### config.mk
export PLATFORM = sky130hd
export DESIGN_NAME = priority_ready_queue_scheduler
export DESIGN_NICKNAME = d
export VERILOG_FILES = /design/src/prqs_pkg.sv /design/src/prqs_queue.sv /design/src/priority_ready_queue_scheduler.sv
export SDC_FILE = /design/constraint.sdc
export NUM_CORES = 1
export LEC_CHECK = 0
export ABC_AREA = 0
export BUFFER_PORTS_ARGS = -buffer_cell sky130_fd_sc_hd__buf_2
export CAP_MARGIN = 20
export CORE_MARGIN = 3
export CORE_UTILIZATION = 30
export DETAILED_ROUTE_END_ITERATION = 8
export GPL_TIMING_DRIVEN = 0
export PLACE_DENSITY_LB_ADDON = 0.12
export SLEW_MARGIN = 15
export SYNTH_ARGS = -nofsm -noshare
export SYNTH_HDL_FRONTEND = slang
export SYNTH_SLANG_ARGS = --single-unit
### constraint.sdc
create_clock -name i_clk -period 3.6 [get_ports i_clk]
set_input_delay 0.72 -clock i_clk [delete_from_list [all_inputs] [get_ports i_clk]]
set_output_delay 0.72 -clock i_clk [all_outputs]
set_load 0.005 [all_outputs]
### src/prqs_pkg.sv
// Shared constants, request and error codes for the ready-queue scheduler.
package prqs_pkg;

    localparam int QUEUE_DEPTH_DEF  = 16;
    localparam int ID_BITS_DEF      = 8;
    localparam int PRIO_BITS_DEF    = 6;

    localparam int REQ_W    = 3;
    localparam int ID_W     = 8;
    localparam int PRIO_W   = 6;
    localparam int SLICE_W  = 8;
    localparam int ERR_W    = 2;
    localparam int COUNT_W  = 5;

    localparam logic [SLICE_W-1:0] SLICE_LEN_RESET  = 8'd4;
    localparam logic [SLICE_W-1:0] SLICE_MAX        = 8'hFF;

    typedef enum logic [REQ_W-1:0] {
        REQ_TICK    = 3'd0,
        REQ_CREATE  = 3'd1,
        REQ_UNBLOCK = 3'd2,
        REQ_YIELD   = 3'd3,
        REQ_BLOCK   = 3'd4,
        REQ_EXIT    = 3'd5,
        REQ_SETPRI  = 3'd6
    } t_req;

    typedef enum logic [ERR_W-1:0] {
        ERR_OK      = 2'd0,
        ERR_FULL    = 2'd1,
        ERR_NO_TASK = 2'd2
    } t_err;

endpackage

### src/prqs_queue.sv
// Ready-queue storage: one write port and one registered read port.
module prqs_queue #(
    parameter int QUEUE_DEPTH = prqs_pkg::QUEUE_DEPTH_DEF,
    parameter int ENTRY_BITS  = prqs_pkg::ID_BITS_DEF + prqs_pkg::PRIO_BITS_DEF
) (
    input  logic                           i_clk,
    input  logic                           i_wr_en,
    input  logic [$clog2(QUEUE_DEPTH)-1:0] i_wr_addr,
    input  logic [ENTRY_BITS-1:0]          i_wr_data,
    input  logic [$clog2(QUEUE_DEPTH)-1:0] i_rd_addr,
    output logic [ENTRY_BITS-1:0]          o_rd_data
);

    logic [ENTRY_BITS-1:0] r_mem [QUEUE_DEPTH];
    logic [ENTRY_BITS-1:0] r_rd_data;

    always_ff @(posedge i_clk) begin
        if (i_wr_en) begin
            r_mem[i_wr_addr] <= i_wr_data;
        end
    end

    always_ff @(posedge i_clk) begin
        r_rd_data <= r_mem[i_rd_addr];
    end

    assign o_rd_data = r_rd_data;

endmodule

### src/priority_ready_queue_scheduler.sv
// Ready-queue scheduler top level: event sequencer, running-task state and output stage.
// Each beat on the request channel is one scheduling event and yields exactly one result
// beat. A tick, an event that fails with an error, an unknown request, a yield with nothing
// to take and a block or exit into an empty queue go from acceptance straight to the result
// stage. Events that touch the ready queue use a queue memory with one write port and one
// registered read port, moving one entry per read state and the state after it. An ordered
// insert reads from the tail and moves each lower-priority entry back one slot; taking the
// head reads it and shifts each remaining entry forward one slot. A yield or set priority
// that swaps the running task takes the head, then inserts the old task; a preempting
// create inserts, then swaps with the head. The request channel is ready whenever the
// sequencer is idle; one finished result may wait in the output register while the next
// event runs. The slice-length register is always ready and takes effect on the next tick;
// write it only while no event is in flight.
module priority_ready_queue_scheduler #(
    parameter int QUEUE_DEPTH = prqs_pkg::QUEUE_DEPTH_DEF,
    parameter int ID_BITS     = prqs_pkg::ID_BITS_DEF,
    parameter int PRIO_BITS   = prqs_pkg::PRIO_BITS_DEF
) (
    input  logic                           i_clk,
    input  logic                           i_rst_n,
    // configuration
    input  logic                           i_cfg_valid,
    output logic                           o_cfg_ready,
    input  logic [prqs_pkg::SLICE_W-1:0]   i_cfg_slice_len,
    // request channel
    input  logic                           i_valid,
    output logic                           o_ready,
    input  logic [prqs_pkg::REQ_W-1:0]     i_req_type,
    input  logic [prqs_pkg::ID_W-1:0]      i_task_id,
    input  logic [prqs_pkg::PRIO_W-1:0]    i_task_priority,
    // result channel
    output logic                           o_valid,
    input  logic                           i_ready,
    output logic [prqs_pkg::ID_W-1:0]      o_running_id,
    output logic                           o_running_idle,
    output logic                           o_switched,
    output logic                           o_slice_expired,
    output logic [prqs_pkg::ERR_W-1:0]     o_error_code,
    output logic [prqs_pkg::COUNT_W-1:0]   o_ready_count
);

    localparam int IW = (ID_BITS < prqs_pkg::ID_W) ? ID_BITS : prqs_pkg::ID_W;
    localparam int PW = (PRIO_BITS < prqs_pkg::PRIO_W) ? PRIO_BITS : prqs_pkg::PRIO_W;
    localparam int EW = IW + PW;
    localparam int AW = $clog2(QUEUE_DEPTH);
    localparam int CW = $clog2(QUEUE_DEPTH + 1);

    typedef enum logic [7:0] {
        S_IDLE   = 8'b0000_0001,
        S_HD_RD  = 8'b0000_0010,
        S_HD_CHK = 8'b0000_0100,
        S_SH_RD  = 8'b0000_1000,
        S_SH_WR  = 8'b0001_0000,
        S_IN_RD  = 8'b0010_0000,
        S_IN_CMP = 8'b0100_0000,
        S_DONE   = 8'b1000_0000
    } t_state;

    // control state
    t_state                        r_state,      n_state;
    logic [prqs_pkg::SLICE_W-1:0]  r_slice_len,  n_slice_len;
    logic [CW-1:0]                 r_fill,       n_fill;
    logic [IW-1:0]                 r_cur_id,     n_cur_id;
    logic [PW-1:0]                 r_cur_prio,   n_cur_prio;
    logic                          r_idle,       n_idle;
    logic [prqs_pkg::SLICE_W-1:0]  r_slice,      n_slice;
    logic                          r_o_valid,    n_o_valid;

    // per-event working registers
    logic [CW-1:0]                 r_idx,        n_idx;
    logic [IW-1:0]                 r_new_id,     n_new_id;
    logic [PW-1:0]                 r_new_prio,   n_new_prio;
    logic                          r_yield,      n_yield;
    logic                          r_strict,     n_strict;
    logic                          r_drop,       n_drop;
    logic                          r_ins_old,    n_ins_old;
    logic                          r_sw,         n_sw;
    logic                          r_exp,        n_exp;
    prqs_pkg::t_err                r_err,        n_err;

    // result register
    logic [prqs_pkg::ID_W-1:0]     r_o_id,       n_o_id;
    logic                          r_o_idle,     n_o_idle;
    logic                          r_o_sw,       n_o_sw;
    logic                          r_o_exp,      n_o_exp;
    logic [prqs_pkg::ERR_W-1:0]    r_o_err,      n_o_err;
    logic [prqs_pkg::COUNT_W-1:0]  r_o_count,    n_o_count;

    // queue memory port
    logic                          q_wr_en;
    logic [AW-1:0]                 q_wr_addr;
    logic [EW-1:0]                 q_wr_data;
    logic [AW-1:0]                 q_rd_addr;
    logic [EW-1:0]                 q_rd_data;
    logic [IW-1:0]                 rd_id;
    logic [PW-1:0]                 rd_prio;

    logic [IW-1:0]                 in_id;
    logic [PW-1:0]                 in_prio;
    logic [PW-1:0]                 run_prio;
    logic [prqs_pkg::SLICE_W-1:0]  slice_inc;
    logic [CW-1:0]                 idx_m1;
    logic [CW-1:0]                 idx_p1;
    logic [CW-1:0]                 fill_m1;
    logic [CW-1:0]                 fill_p1;
    logic                          take;
    logic                          keep_old;
    logic                          acc;

    prqs_queue #(
        .QUEUE_DEPTH (QUEUE_DEPTH),
        .ENTRY_BITS  (EW)
    ) u_queue (
        .i_clk     (i_clk),
        .i_wr_en   (q_wr_en),
        .i_wr_addr (q_wr_addr),
        .i_wr_data (q_wr_data),
        .i_rd_addr (q_rd_addr),
        .o_rd_data (q_rd_data)
    );

    assign rd_id     = q_rd_data[EW-1:PW];
    assign rd_prio   = q_rd_data[PW-1:0];
    assign in_id     = IW'(i_task_id);
    assign in_prio   = PW'(i_task_priority);
    assign run_prio  = r_idle ? '0 : r_cur_prio;
    assign slice_inc = (r_slice == prqs_pkg::SLICE_MAX) ? r_slice : r_slice + 8'd1;
    assign idx_m1    = r_idx - CW'(1);
    assign idx_p1    = r_idx + CW'(1);
    assign fill_m1   = r_fill - CW'(1);
    assign fill_p1   = r_fill + CW'(1);
    // setprio only switches to a strictly higher head; yields also rotate among equals
    assign take      = r_drop || r_idle || (r_strict ? (rd_prio > r_cur_prio)
                                                     : (rd_prio >= r_cur_prio));
    assign keep_old  = !r_idle && !r_drop;

    assign o_ready     = (r_state == S_IDLE);
    assign o_cfg_ready = 1'b1;
    assign acc         = i_valid && o_ready;

    always_comb begin
        n_state      = r_state;
        n_slice_len  = i_cfg_valid ? i_cfg_slice_len : r_slice_len;
        n_fill       = r_fill;
        n_cur_id     = r_cur_id;
        n_cur_prio   = r_cur_prio;
        n_idle       = r_idle;
        n_slice      = r_slice;
        n_o_valid    = r_o_valid && !i_ready;
        n_idx        = r_idx;
        n_new_id     = r_new_id;
        n_new_prio   = r_new_prio;
        n_yield      = r_yield;
        n_strict     = r_strict;
        n_drop       = r_drop;
        n_ins_old    = r_ins_old;
        n_sw         = r_sw;
        n_exp        = r_exp;
        n_err        = r_err;
        n_o_id       = r_o_id;
        n_o_idle     = r_o_idle;
        n_o_sw       = r_o_sw;
        n_o_exp      = r_o_exp;
        n_o_err      = r_o_err;
        n_o_count    = r_o_count;
        q_wr_en      = 1'b0;
        q_wr_addr    = '0;
        q_wr_data    = {r_new_id, r_new_prio};
        q_rd_addr    = '0;

        case (r_state)
            S_IDLE: begin
                if (acc) begin
                    n_sw       = 1'b0;
                    n_exp      = 1'b0;
                    n_err      = prqs_pkg::ERR_OK;
                    n_yield    = 1'b0;
                    n_strict   = 1'b0;
                    n_drop     = 1'b0;
                    n_ins_old  = 1'b0;
                    n_new_id   = in_id;
                    n_new_prio = in_prio;
                    n_state    = S_DONE;
                    case (i_req_type)
                        prqs_pkg::REQ_TICK: begin
                            n_slice = slice_inc;
                            n_exp   = (slice_inc >= r_slice_len);
                        end
                        prqs_pkg::REQ_CREATE, prqs_pkg::REQ_UNBLOCK: begin
                            if (r_fill == CW'(QUEUE_DEPTH)) begin
                                n_err = prqs_pkg::ERR_FULL;
                            end else begin
                                n_idx   = r_fill;
                                n_yield = (i_req_type == prqs_pkg::REQ_CREATE) &&
                                          (run_prio < in_prio);
                                n_state = S_IN_RD;
                            end
                        end
                        prqs_pkg::REQ_YIELD: begin
                            n_slice = '0;
                            if (r_fill != '0) begin
                                n_state = S_HD_RD;
                            end
                        end
                        prqs_pkg::REQ_BLOCK, prqs_pkg::REQ_EXIT: begin
                            if (r_idle) begin
                                n_err = prqs_pkg::ERR_NO_TASK;
                            end else begin
                                n_slice = '0;
                                n_sw    = 1'b1;
                                if (r_fill != '0) begin
                                    n_drop  = 1'b1;
                                    n_state = S_HD_RD;
                                end else begin
                                    n_idle     = 1'b1;
                                    n_cur_id   = '0;
                                    n_cur_prio = '0;
                                end
                            end
                        end
                        prqs_pkg::REQ_SETPRI: begin
                            if (r_idle) begin
                                n_err = prqs_pkg::ERR_NO_TASK;
                            end else begin
                                n_cur_prio = in_prio;
                                n_strict   = 1'b1;
                                if (r_fill != '0) begin
                                    n_state = S_HD_RD;
                                end
                            end
                        end
                        default: begin
                        end
                    endcase
                end
            end
            S_HD_RD: begin
                q_rd_addr = '0;
                n_state   = S_HD_CHK;
            end
            S_HD_CHK: begin
                if (take) begin
                    n_cur_id   = rd_id;
                    n_cur_prio = rd_prio;
                    n_idle     = 1'b0;
                    n_sw       = 1'b1;
                    n_slice    = '0;
                    n_ins_old  = keep_old;
                    n_new_id   = r_cur_id;
                    n_new_prio = r_cur_prio;
                    n_fill     = fill_m1;
                    if (r_fill > CW'(1)) begin
                        n_idx   = CW'(1);
                        n_state = S_SH_RD;
                    end else if (keep_old) begin
                        n_idx   = fill_m1;
                        n_state = S_IN_RD;
                    end else begin
                        n_state = S_DONE;
                    end
                end else begin
                    n_state = S_DONE;
                end
            end
            S_SH_RD: begin
                q_rd_addr = r_idx[AW-1:0];
                n_state   = S_SH_WR;
            end
            S_SH_WR: begin
                // r_fill already holds the shortened count here
                q_wr_en   = 1'b1;
                q_wr_addr = idx_m1[AW-1:0];
                q_wr_data = q_rd_data;
                if (r_idx >= r_fill) begin
                    if (r_ins_old) begin
                        n_idx   = r_fill;
                        n_state = S_IN_RD;
                    end else begin
                        n_state = S_DONE;
                    end
                end else begin
                    n_idx   = idx_p1;
                    n_state = S_SH_RD;
                end
            end
            S_IN_RD: begin
                if (r_idx == '0) begin
                    q_wr_en   = 1'b1;
                    q_wr_addr = '0;
                    n_fill    = fill_p1;
                    n_yield   = 1'b0;
                    n_state   = r_yield ? S_HD_RD : S_DONE;
                end else begin
                    q_rd_addr = idx_m1[AW-1:0];
                    n_state   = S_IN_CMP;
                end
            end
            S_IN_CMP: begin
                q_wr_en   = 1'b1;
                q_wr_addr = r_idx[AW-1:0];
                if (rd_prio >= r_new_prio) begin
                    n_fill  = fill_p1;
                    n_yield = 1'b0;
                    n_state = r_yield ? S_HD_RD : S_DONE;
                end else begin
                    // lower priority entry moves one slot toward the tail
                    q_wr_data = q_rd_data;
                    n_idx     = idx_m1;
                    n_state   = S_IN_RD;
                end
            end
            S_DONE: begin
                if (!r_o_valid || i_ready) begin
                    n_o_valid = 1'b1;
                    n_o_id    = r_idle ? '0 : prqs_pkg::ID_W'(r_cur_id);
                    n_o_idle  = r_idle;
                    n_o_sw    = r_sw;
                    n_o_exp   = r_exp;
                    n_o_err   = r_err;
                    n_o_count = prqs_pkg::COUNT_W'(r_fill);
                    n_state   = S_IDLE;
                end
            end
            default: begin
                n_state = S_IDLE;
            end
        endcase
    end

    always_ff @(posedge i_clk) begin
        if (!i_rst_n) begin
            r_state      <= S_IDLE;
            r_slice_len  <= prqs_pkg::SLICE_LEN_RESET;
            r_fill       <= '0;
            r_cur_id     <= '0;
            r_cur_prio   <= '0;
            r_idle       <= 1'b1;
            r_slice      <= '0;
            r_o_valid    <= 1'b0;
        end else begin
            r_state      <= n_state;
            r_slice_len  <= n_slice_len;
            r_fill       <= n_fill;
            r_cur_id     <= n_cur_id;
            r_cur_prio   <= n_cur_prio;
            r_idle       <= n_idle;
            r_slice      <= n_slice;
            r_o_valid    <= n_o_valid;
        end
    end

    always_ff @(posedge i_clk) begin
        r_idx      <= n_idx;
        r_new_id   <= n_new_id;
        r_new_prio <= n_new_prio;
        r_yield    <= n_yield;
        r_strict   <= n_strict;
        r_drop     <= n_drop;
        r_ins_old  <= n_ins_old;
        r_sw       <= n_sw;
        r_exp      <= n_exp;
        r_err      <= n_err;
        r_o_id     <= n_o_id;
        r_o_idle   <= n_o_idle;
        r_o_sw     <= n_o_sw;
        r_o_exp    <= n_o_exp;
        r_o_err    <= n_o_err;
        r_o_count  <= n_o_count;
    end

    assign o_valid         = r_o_valid;
    assign o_running_id    = r_o_id;
    assign o_running_idle  = r_o_idle;
    assign o_switched      = r_o_sw;
    assign o_slice_expired = r_o_exp;
    assign o_error_code    = r_o_err;
    assign o_ready_count   = r_o_count;

    a_fill_bound: assert property (@(posedge i_clk) disable iff (!i_rst_n)
        r_fill <= CW'(QUEUE_DEPTH))
        else $error("ready queue count above depth");

    a_idle_clean: assert property (@(posedge i_clk) disable iff (!i_rst_n)
        r_idle |-> (r_cur_id == '0 && r_cur_prio == '0))
        else $error("idle with a stale current task");

    a_fill_step: assert property (@(posedge i_clk) disable iff (!i_rst_n)
        1'b1 |=> (r_fill == $past(r_fill) || r_fill == $past(r_fill) + CW'(1) ||
                  r_fill == $past(r_fill) - CW'(1)))
        else $error("ready queue count jumped");

    a_head_nonempty: assert property (@(posedge i_clk) disable iff (!i_rst_n)
        (r_state == S_HD_RD) |-> (r_fill != '0))
        else $error("head read from an empty queue");

    a_tick_fast: assert property (@(posedge i_clk) disable iff (!i_rst_n)
        (acc && i_req_type == prqs_pkg::REQ_TICK) |=> (r_state == S_DONE))
        else $error("tick did not finish at once");

endmodule
After elaboration in Yosys (flattened, before gate mapping)
Memories as Yosys holds them, arrays and structs flattened. A register that Yosys moved wholly into a read port is not among the register bits.
Cells that the tools add are included.
{"block": "totals", "ff_bits": 90, "in_bits": 30, "memories": 1, "out_inout_bits": 21, "romBits": 0, "ramBits": 224, "latch_bits": 0}
{"memory": "u_queue.r_mem", "depth": 16, "word_bits": 14, "rd": 1, "rd_ports_with_merged_regs": 1, "wr": 1, "line_no": "prqs_queue.sv:14", "rtl": "logic [ENTRY_BITS-1:0] r_mem [QUEUE_DEPTH];"}
{"block": "op_classes", "multipliers": 0, "magnitude_cmp": 7, "eq_ne": 34, "n_bitwise": 1, "reduce_logical": 34, "mux": 91, "shifts": 0, "div_mod_pow": 0, "n_addsub": 5}
{"operator": "$mux W8", "count": 24}
{"operator": "$pmux W8 S8", "count": 1}
{"operator": "$mux W5", "count": 12}
{"operator": "$mux W6", "count": 8}
{"operator": "$pmux W8 S2", "count": 3}
{"operator": "$pmux W8 S3", "count": 2}
{"operator": "$pmux W6 S2", "count": 3}
{"operator": "$pmux W14 S2", "count": 1}
{"operator": "$mux W1", "count": 24}
{"operator": "$pmux W5 S4", "count": 1}
{"operator": "$eq A8 B8 Y1 const B", "count": 2}
{"operator": "$ne A2 B2 Y1 const B", "count": 8}
{"operator": "$pmux W4 S2", "count": 2}
{"operator": "$ne A3 B3 Y1 const B", "count": 5}
{"operator": "$pmux W5 S3", "count": 1}
{"operator": "$mux W14", "count": 1}
{"operator": "$ge A6 B6 Y1", "count": 2}
{"operator": "$reduce_and A4 Y1", "count": 3}
{"operator": "$add A5 B1 Y5 const B", "count": 2}
{"operator": "$sub A5 B1 Y5 const B", "count": 2}
{"operator": "$eq A3 B3 Y1 const B", "count": 3}
{"operator": "$add A8 B1 Y8 const B", "count": 1}
{"operator": "$eq A8 B1 Y1 const B", "count": 1}
{"operator": "$eq A8 B2 Y1 const B", "count": 1}
{"operator": "other kinds (39)", "count": 59}

Logic depth before layout (Yosys ltp)
{"block": "logic_depth", "word_depth": 7, "depth_mapped": 13}

Cells and area by module
Synthesis repeated with hierarchy kept, for this count alone.
{"block": "hier_totals", "cells_unflattened": 989, "area_unflattened_um2": 14357.5}
{"module": "prqs_queue", "instances": 1, "seq_area_each_um2": 7006.7, "area_each_um2": 8763.4, "cells_per_inst": 379}
{"module": "priority_ready_queue_scheduler", "instances": 1, "seq_area_each_um2": 2252.2, "area_each_um2": 5594.1, "cells_per_inst": 610}

Worst setup path after synthesis
No wires, ideal clock.
{"block": "synth_timing", "path_kind": "register to register", "start": "register r_idx[0]", "end": "memory u_queue.r_mem[8][0] in the netlist's numbering, enable pin", "stages_incl_launch_ff": 8, "period_less_slack_ns": 2.748, "required_time_ns": 3.216, "slack_ns": 0.852, "arrival_ns": 2.364, "setup_time_ns": 0.384, "path_cell_list": "edfxtp_1 -> clkbuf_1 -> inv_1 -> ha_1 -> clkbuf_1 -> nor4_1 -> a21oi_1 -> nor2_1"}
{"block": "synth_between", "elab_chain_cells": 5, "elab_cells_between_ends": 7}
{"element": "from (decl)", "line_no": "priority_ready_queue_scheduler.sv:70", "rtl": "logic [CW-1:0] r_idx, n_idx;"}
{"element": "from (signal assigned)", "line_no": "priority_ready_queue_scheduler.sv:353", "rtl": "r_idx <= n_idx;"}
{"element": "$logic_not A5 Y1", "line_no": "priority_ready_queue_scheduler.sv:287", "rtl": "if (r_idx == '0) begin"}
{"element": "$mux W1", "line_no": "priority_ready_queue_scheduler.sv:287"}
{"element": "$pmux W1 S2", "line_no": "priority_ready_queue_scheduler.sv:171", "rtl": "case (r_state)"}
{"element": "$mux W1", "line_no": "prqs_queue.sv:18", "rtl": "if (i_wr_en) begin"}
{"element": "$mux W1 (not written as such)", "line_no": "prqs_queue.sv:19", "rtl": "r_mem[i_wr_addr] <= i_wr_data;"}
{"element": "to (decl)", "line_no": "prqs_queue.sv:14"}
Several ways; a longest one is shown, not always the timed one.

Final worst setup path
{"block": "layout_timing", "start": "register r_idx[0]", "end": "register u_queue.r_rd_data[1], in the netlist u_queue.o_rd_data[1], read port of u_queue.r_mem"}
{"block": "layout_between", "elab_chain_cells": 3, "elab_cells_between_ends": 4}
{"element": "$sub A5 B1 Y5 / $logic_not A5 Y1 (equally long branches)", "line_no": "priority_ready_queue_scheduler.sv:128, priority_ready_queue_scheduler.sv:287"}
{"element": "$mux W4", "line_no": "priority_ready_queue_scheduler.sv:287"}
{"element": "$pmux W4 S2 (*)", "line_no": "priority_ready_queue_scheduler.sv:171"}
{"element": "to (decl)", "line_no": "prqs_queue.sv:15", "rtl": "logic [ENTRY_BITS-1:0] r_rd_data;"}
Mark *: on every way between the ends. The rest lies on a longest branch, timed or not.
A chain may end at the register's enable or synchronous reset.

==> out/qor_table.md <==
| Quantity | Value | Unit |
|:---|:---|:---|
| Result of the run | finished clean | - |
| Final core utilization | 36.0 | % |
| Total iterations of the first detailed-routing run | 4 | - |
| RSZ-0062 raised after global routing | false | - |
| Gpl congestion | 0.811 | - |
| Layout Nets | 1421 | - |
| Sequential element share of the synthesized area | 63.2 | % |
| Arithmetic-cell share of the synthesized area counting full adders, half adders and majority gates | 3.25 | % |
| H-tree level count | 2 | - |
| Achievable frequency | 289 | MHz |
| Count of antenna-violating nets left after detailed routing | 0 | - |
| Dominant combinational cell family by area after synthesis | simple AND/OR/NAND/NOR gates | - |
| Crit path DAT | 3850 | ps |
| Post-synthesis mux area share | 4.21 | % |
| Number of design-rule violations left by the first detailed-router iteration | 712 | - |
| Maximum number of pins on one net before global-route repair | 17 | - |
| Number of remaining DRC errors | 0 | - |
| Final critical-path required period | 3460 | ps |
| Simple-Gate Fraction of Synth Area | 14.6 | % |
| Origin of the worst min-delay path | i_cfg_slice_len[2] | - |
| Tightest slew margin relative to the limit | 33.7 | % |
| Final non-filler cell area | 0.0173 | mm^2 |
| Post-synth top area share | 55.2 | % |
| Clk Latency, worst-skew pair | 550 | ps |
| Class of the tightest hold or removal check | primary input to flop | - |
| Power Density | 507 | mW/mm^2 |
| Maximum Capacitance Violations | 0 | - |
| Initial Util | 30.5 | % |
| Relative area change from synthesis to final layout | 17.9 | % |
| Sinks on Clock Net | 328 | - |
| Via Count | 10.0k | - |
| Area of the multi-input gates | 0.00502 | mm^2 |
| Register Area | 0.00926 | mm^2 |
| Fraction of registers with async set or reset after synthesis | 0 | % |
| First-pass GRT wire length | 64800 | um |
| Slew at the pin closest to its max-slew limit | 986 | ps |
| Worst-path clk slew | 50 | ps |
| Final routed wirelength across all metal layers | 43500 | um |
| CTS tree | built | - |
| Library cell occupying the most area in the post-synthesis netlist | edfxtp_1 | - |
| Floorplan row count | 80 | - |
| Routed vias/inst | 5.01 | - |
| Critical path start-end classification | flop to flop | - |
| Leakage power of the design | 0.00616 | uW |
| Placeable core region | 0.0479 | mm^2 |
| Overall die area | 0.0515 | mm^2 |
| Placed wire-length estimate after detailed placement | 30500 | um |
| Pins Over Slew Limit | 0 | - |
| Startpoint of the worst-slack reg-to-reg timing path | r_idx[0] | - |
| Overall die height | 227 | um |
| Max clock buf depth | 3 | - |
| Residual overflow from global routing | 0 | - |
| Number of hold violations in the final report | 0 | - |
| Hold Crit Depth | 3 | - |
| Gate count of the mapped netlist | 1242 | - |
| Worst vdd rail ir drop | 0.357 | mV |
| Clock buffers created by TritonCTS | 38 | - |
| Number of global-route vias before repair | 9856 | - |
| Most instantiated cells after synthesis | edfxtp_1 (269), nand2_1 (225), a21oi_1 (81) | - |
| CP Capture Type | flop | - |
| Setup Viol. Count Final | 0 | - |
| Xor and xnor area share after synthesis | 0.897 | % |
| Number of synthesized register bits | 328 | - |
| Cell Area, Placed | 0.0160 | mm^2 |
| Horizontal die dimension | 227 | um |
| Startpoint types | flop | - |
| Cell types occupying the most area after synthesis | edfxtp_1 (55%), dfxtp_1 (8.1%), nand2_1 (5.8%) | - |
| Clock Skew | 19.2 | ps |
| Total global-route track usage | 17.0 | % |
| Most common cell in the netlist | edfxtp_1 | - |
| Critical Path Fanout Max | 10 | - |
| Minimum hold slack | 410 | ps |
| Number of enable flip-flop cells after synthesis | 269 | - |
| Critical path launch point | r_idx[0] | - |
| Ratio of cells with drive above 1 in the final layout | 16.9 | % |
| Unique masters post-synth | 73 | - |
| Initial antenna violation count | 0 | - |
| Warnings from Yosys | 0 | - |
| Post-synth design cell area | 0.0146 | mm^2 |
| Compound-cell area share of the yosys netlist | 10.4 | % |
| Cell chosen for the clock root | clkbuf_16 | - |
| Number of nets produced by synthesis | 1310 | - |
| Dominant register cell in the synthesized netlist | edfxtp_1 | - |
| Number of filler instances in the final layout | 4688 | - |
| Worst-case reg-to-reg path depth | 13 | - |
| Register-to-Register Setup Slack | 140 | ps |
| Average size of a mapped cell | 11.8 | um^2 |
| Share of the cycle needed by the critical path after routing | 96.1 | % |
| Final routed wire length divided by cell count | 21.8 | um |
| Port Buffers | 47 | - |
| I/O pin cnt | 51 | - |
| CP Data Required Time | 3990 | ps |
final cells by class:
type / count / share of cell area (%)
timing repair buffer: 71 / 3.14
tap: 615 / 4.46
antenna: 1 / 0.0145
clock inverter: 14 / 0.710
sequential: 328 / 53.6
multi-input combinational: 807 / 29.1
inverter: 39 / 0.877
clock buffer: 54 / 6.03
buffer: 68 / 2.09
layer usage:
| layer | vias to the layer above | share of wire (%) | global-route usage, % |
|---|---|---|---|
| li1 | 4794 | - | - |
| met1 | 4925 | 48 | 24.1 |
| met5 | - | 0 | 0 |
| met3 | 51 | 4.7 | 2.40 |
| met2 | 243 | 46 | 27.5 |
| met4 | 0 | 1.8 | 4.66 |
where the power goes:
part	total [uW]	switching, uW	internal (uW)
combinational	704	479	224
sequential	4340	56.2	4290
clock	3700	1540	2160
cells by family after synthesis:
| group | count (synthesis) |
|---|---|
| simple gates | 466 |
| other cells | 1 |
| compound gates | 228 |
| flops | 328 |
| xor+xnor | 15 |
| fa+ha+maj | 38 |
| mux | 59 |
| buf+inv | 107 |
state kept, by name, summed over array words and instances (netlist names), 5 cells and up:
name / count
o_ready_count: 5
r_new_prio: 6
r_fill: 5
u_queue.r_mem: 224
r_state: 8
r_cur_prio: 6
r_slice: 8
r_new_id: 8
r_cur_id: 8
o_running_id: 8
u_queue.o_rd_data: 14
r_idx: 5
r_slice_len: 8
repair_timing:
item                                    in CTS  in global routing
setup buffers                                1                  0
endpoints found under the setup margin      26                 28
resized for setup                            7                 13
hold buffers                                 0                  0
through the flow:
step | setup WS, ps | setup TNS [ps] | std cells | total power (uW)
after floorplan | 852 | 0 | 1242 | 4840
after global placement | -852 | -101360 | 1904 | 5100
after detailed placement | -285 | -2300 | 1927 | 5120
after CTS | 26.4 | 0 | 1996 | 8860
after global routing | 20.7 | 0 | 1996 | 9090
final | 141 | 0 | 1997 | 8750
path summary, 6_finish.rpt:
| kind | to |
|---|---|
| setup reg to reg | u_queue.o_rd_data[1] |
| hold / removal | r_slice_len[2] |
| hold reg to reg | o_switched |
| setup / recovery | u_queue.o_rd_data[1] |
layout by cell type (no fill, tap or decap), types with 17 or more instances in the layout:
| master | n |
|---|---|
| ha_1 | 38 |
| mux2i_1 | 47 |
| inv_1 | 37 |
| a221o_1 | 18 |
| clkbuf_16 | 39 |
| nand2_1 | 225 |
| nor2b_1 | 24 |
| o21ai_0 | 40 |
| nor2_2 | 17 |
| clkbuf_1 | 34 |
| nor2_1 | 54 |
| edfxtp_1 | 269 |
| buf_2 | 72 |
| a21oi_1 | 80 |
| dfxtp_1 | 59 |
| nand3_1 | 71 |
critical path, cell delays in order (launching register included):
cell and delay (ps):
edfxtp_1 430, clkbuf_4 240, clkinvlp_4 180, ha_1 170, or4b_4 500, and3_1 220, buf_6 140, and4_4 170
o21ai_1 150, o41ai_2 90, buf_4 190, buf_2 240, a32oi_1 400, nand3_1 160
Note: power is estimated with default switching activity, not from simulation.
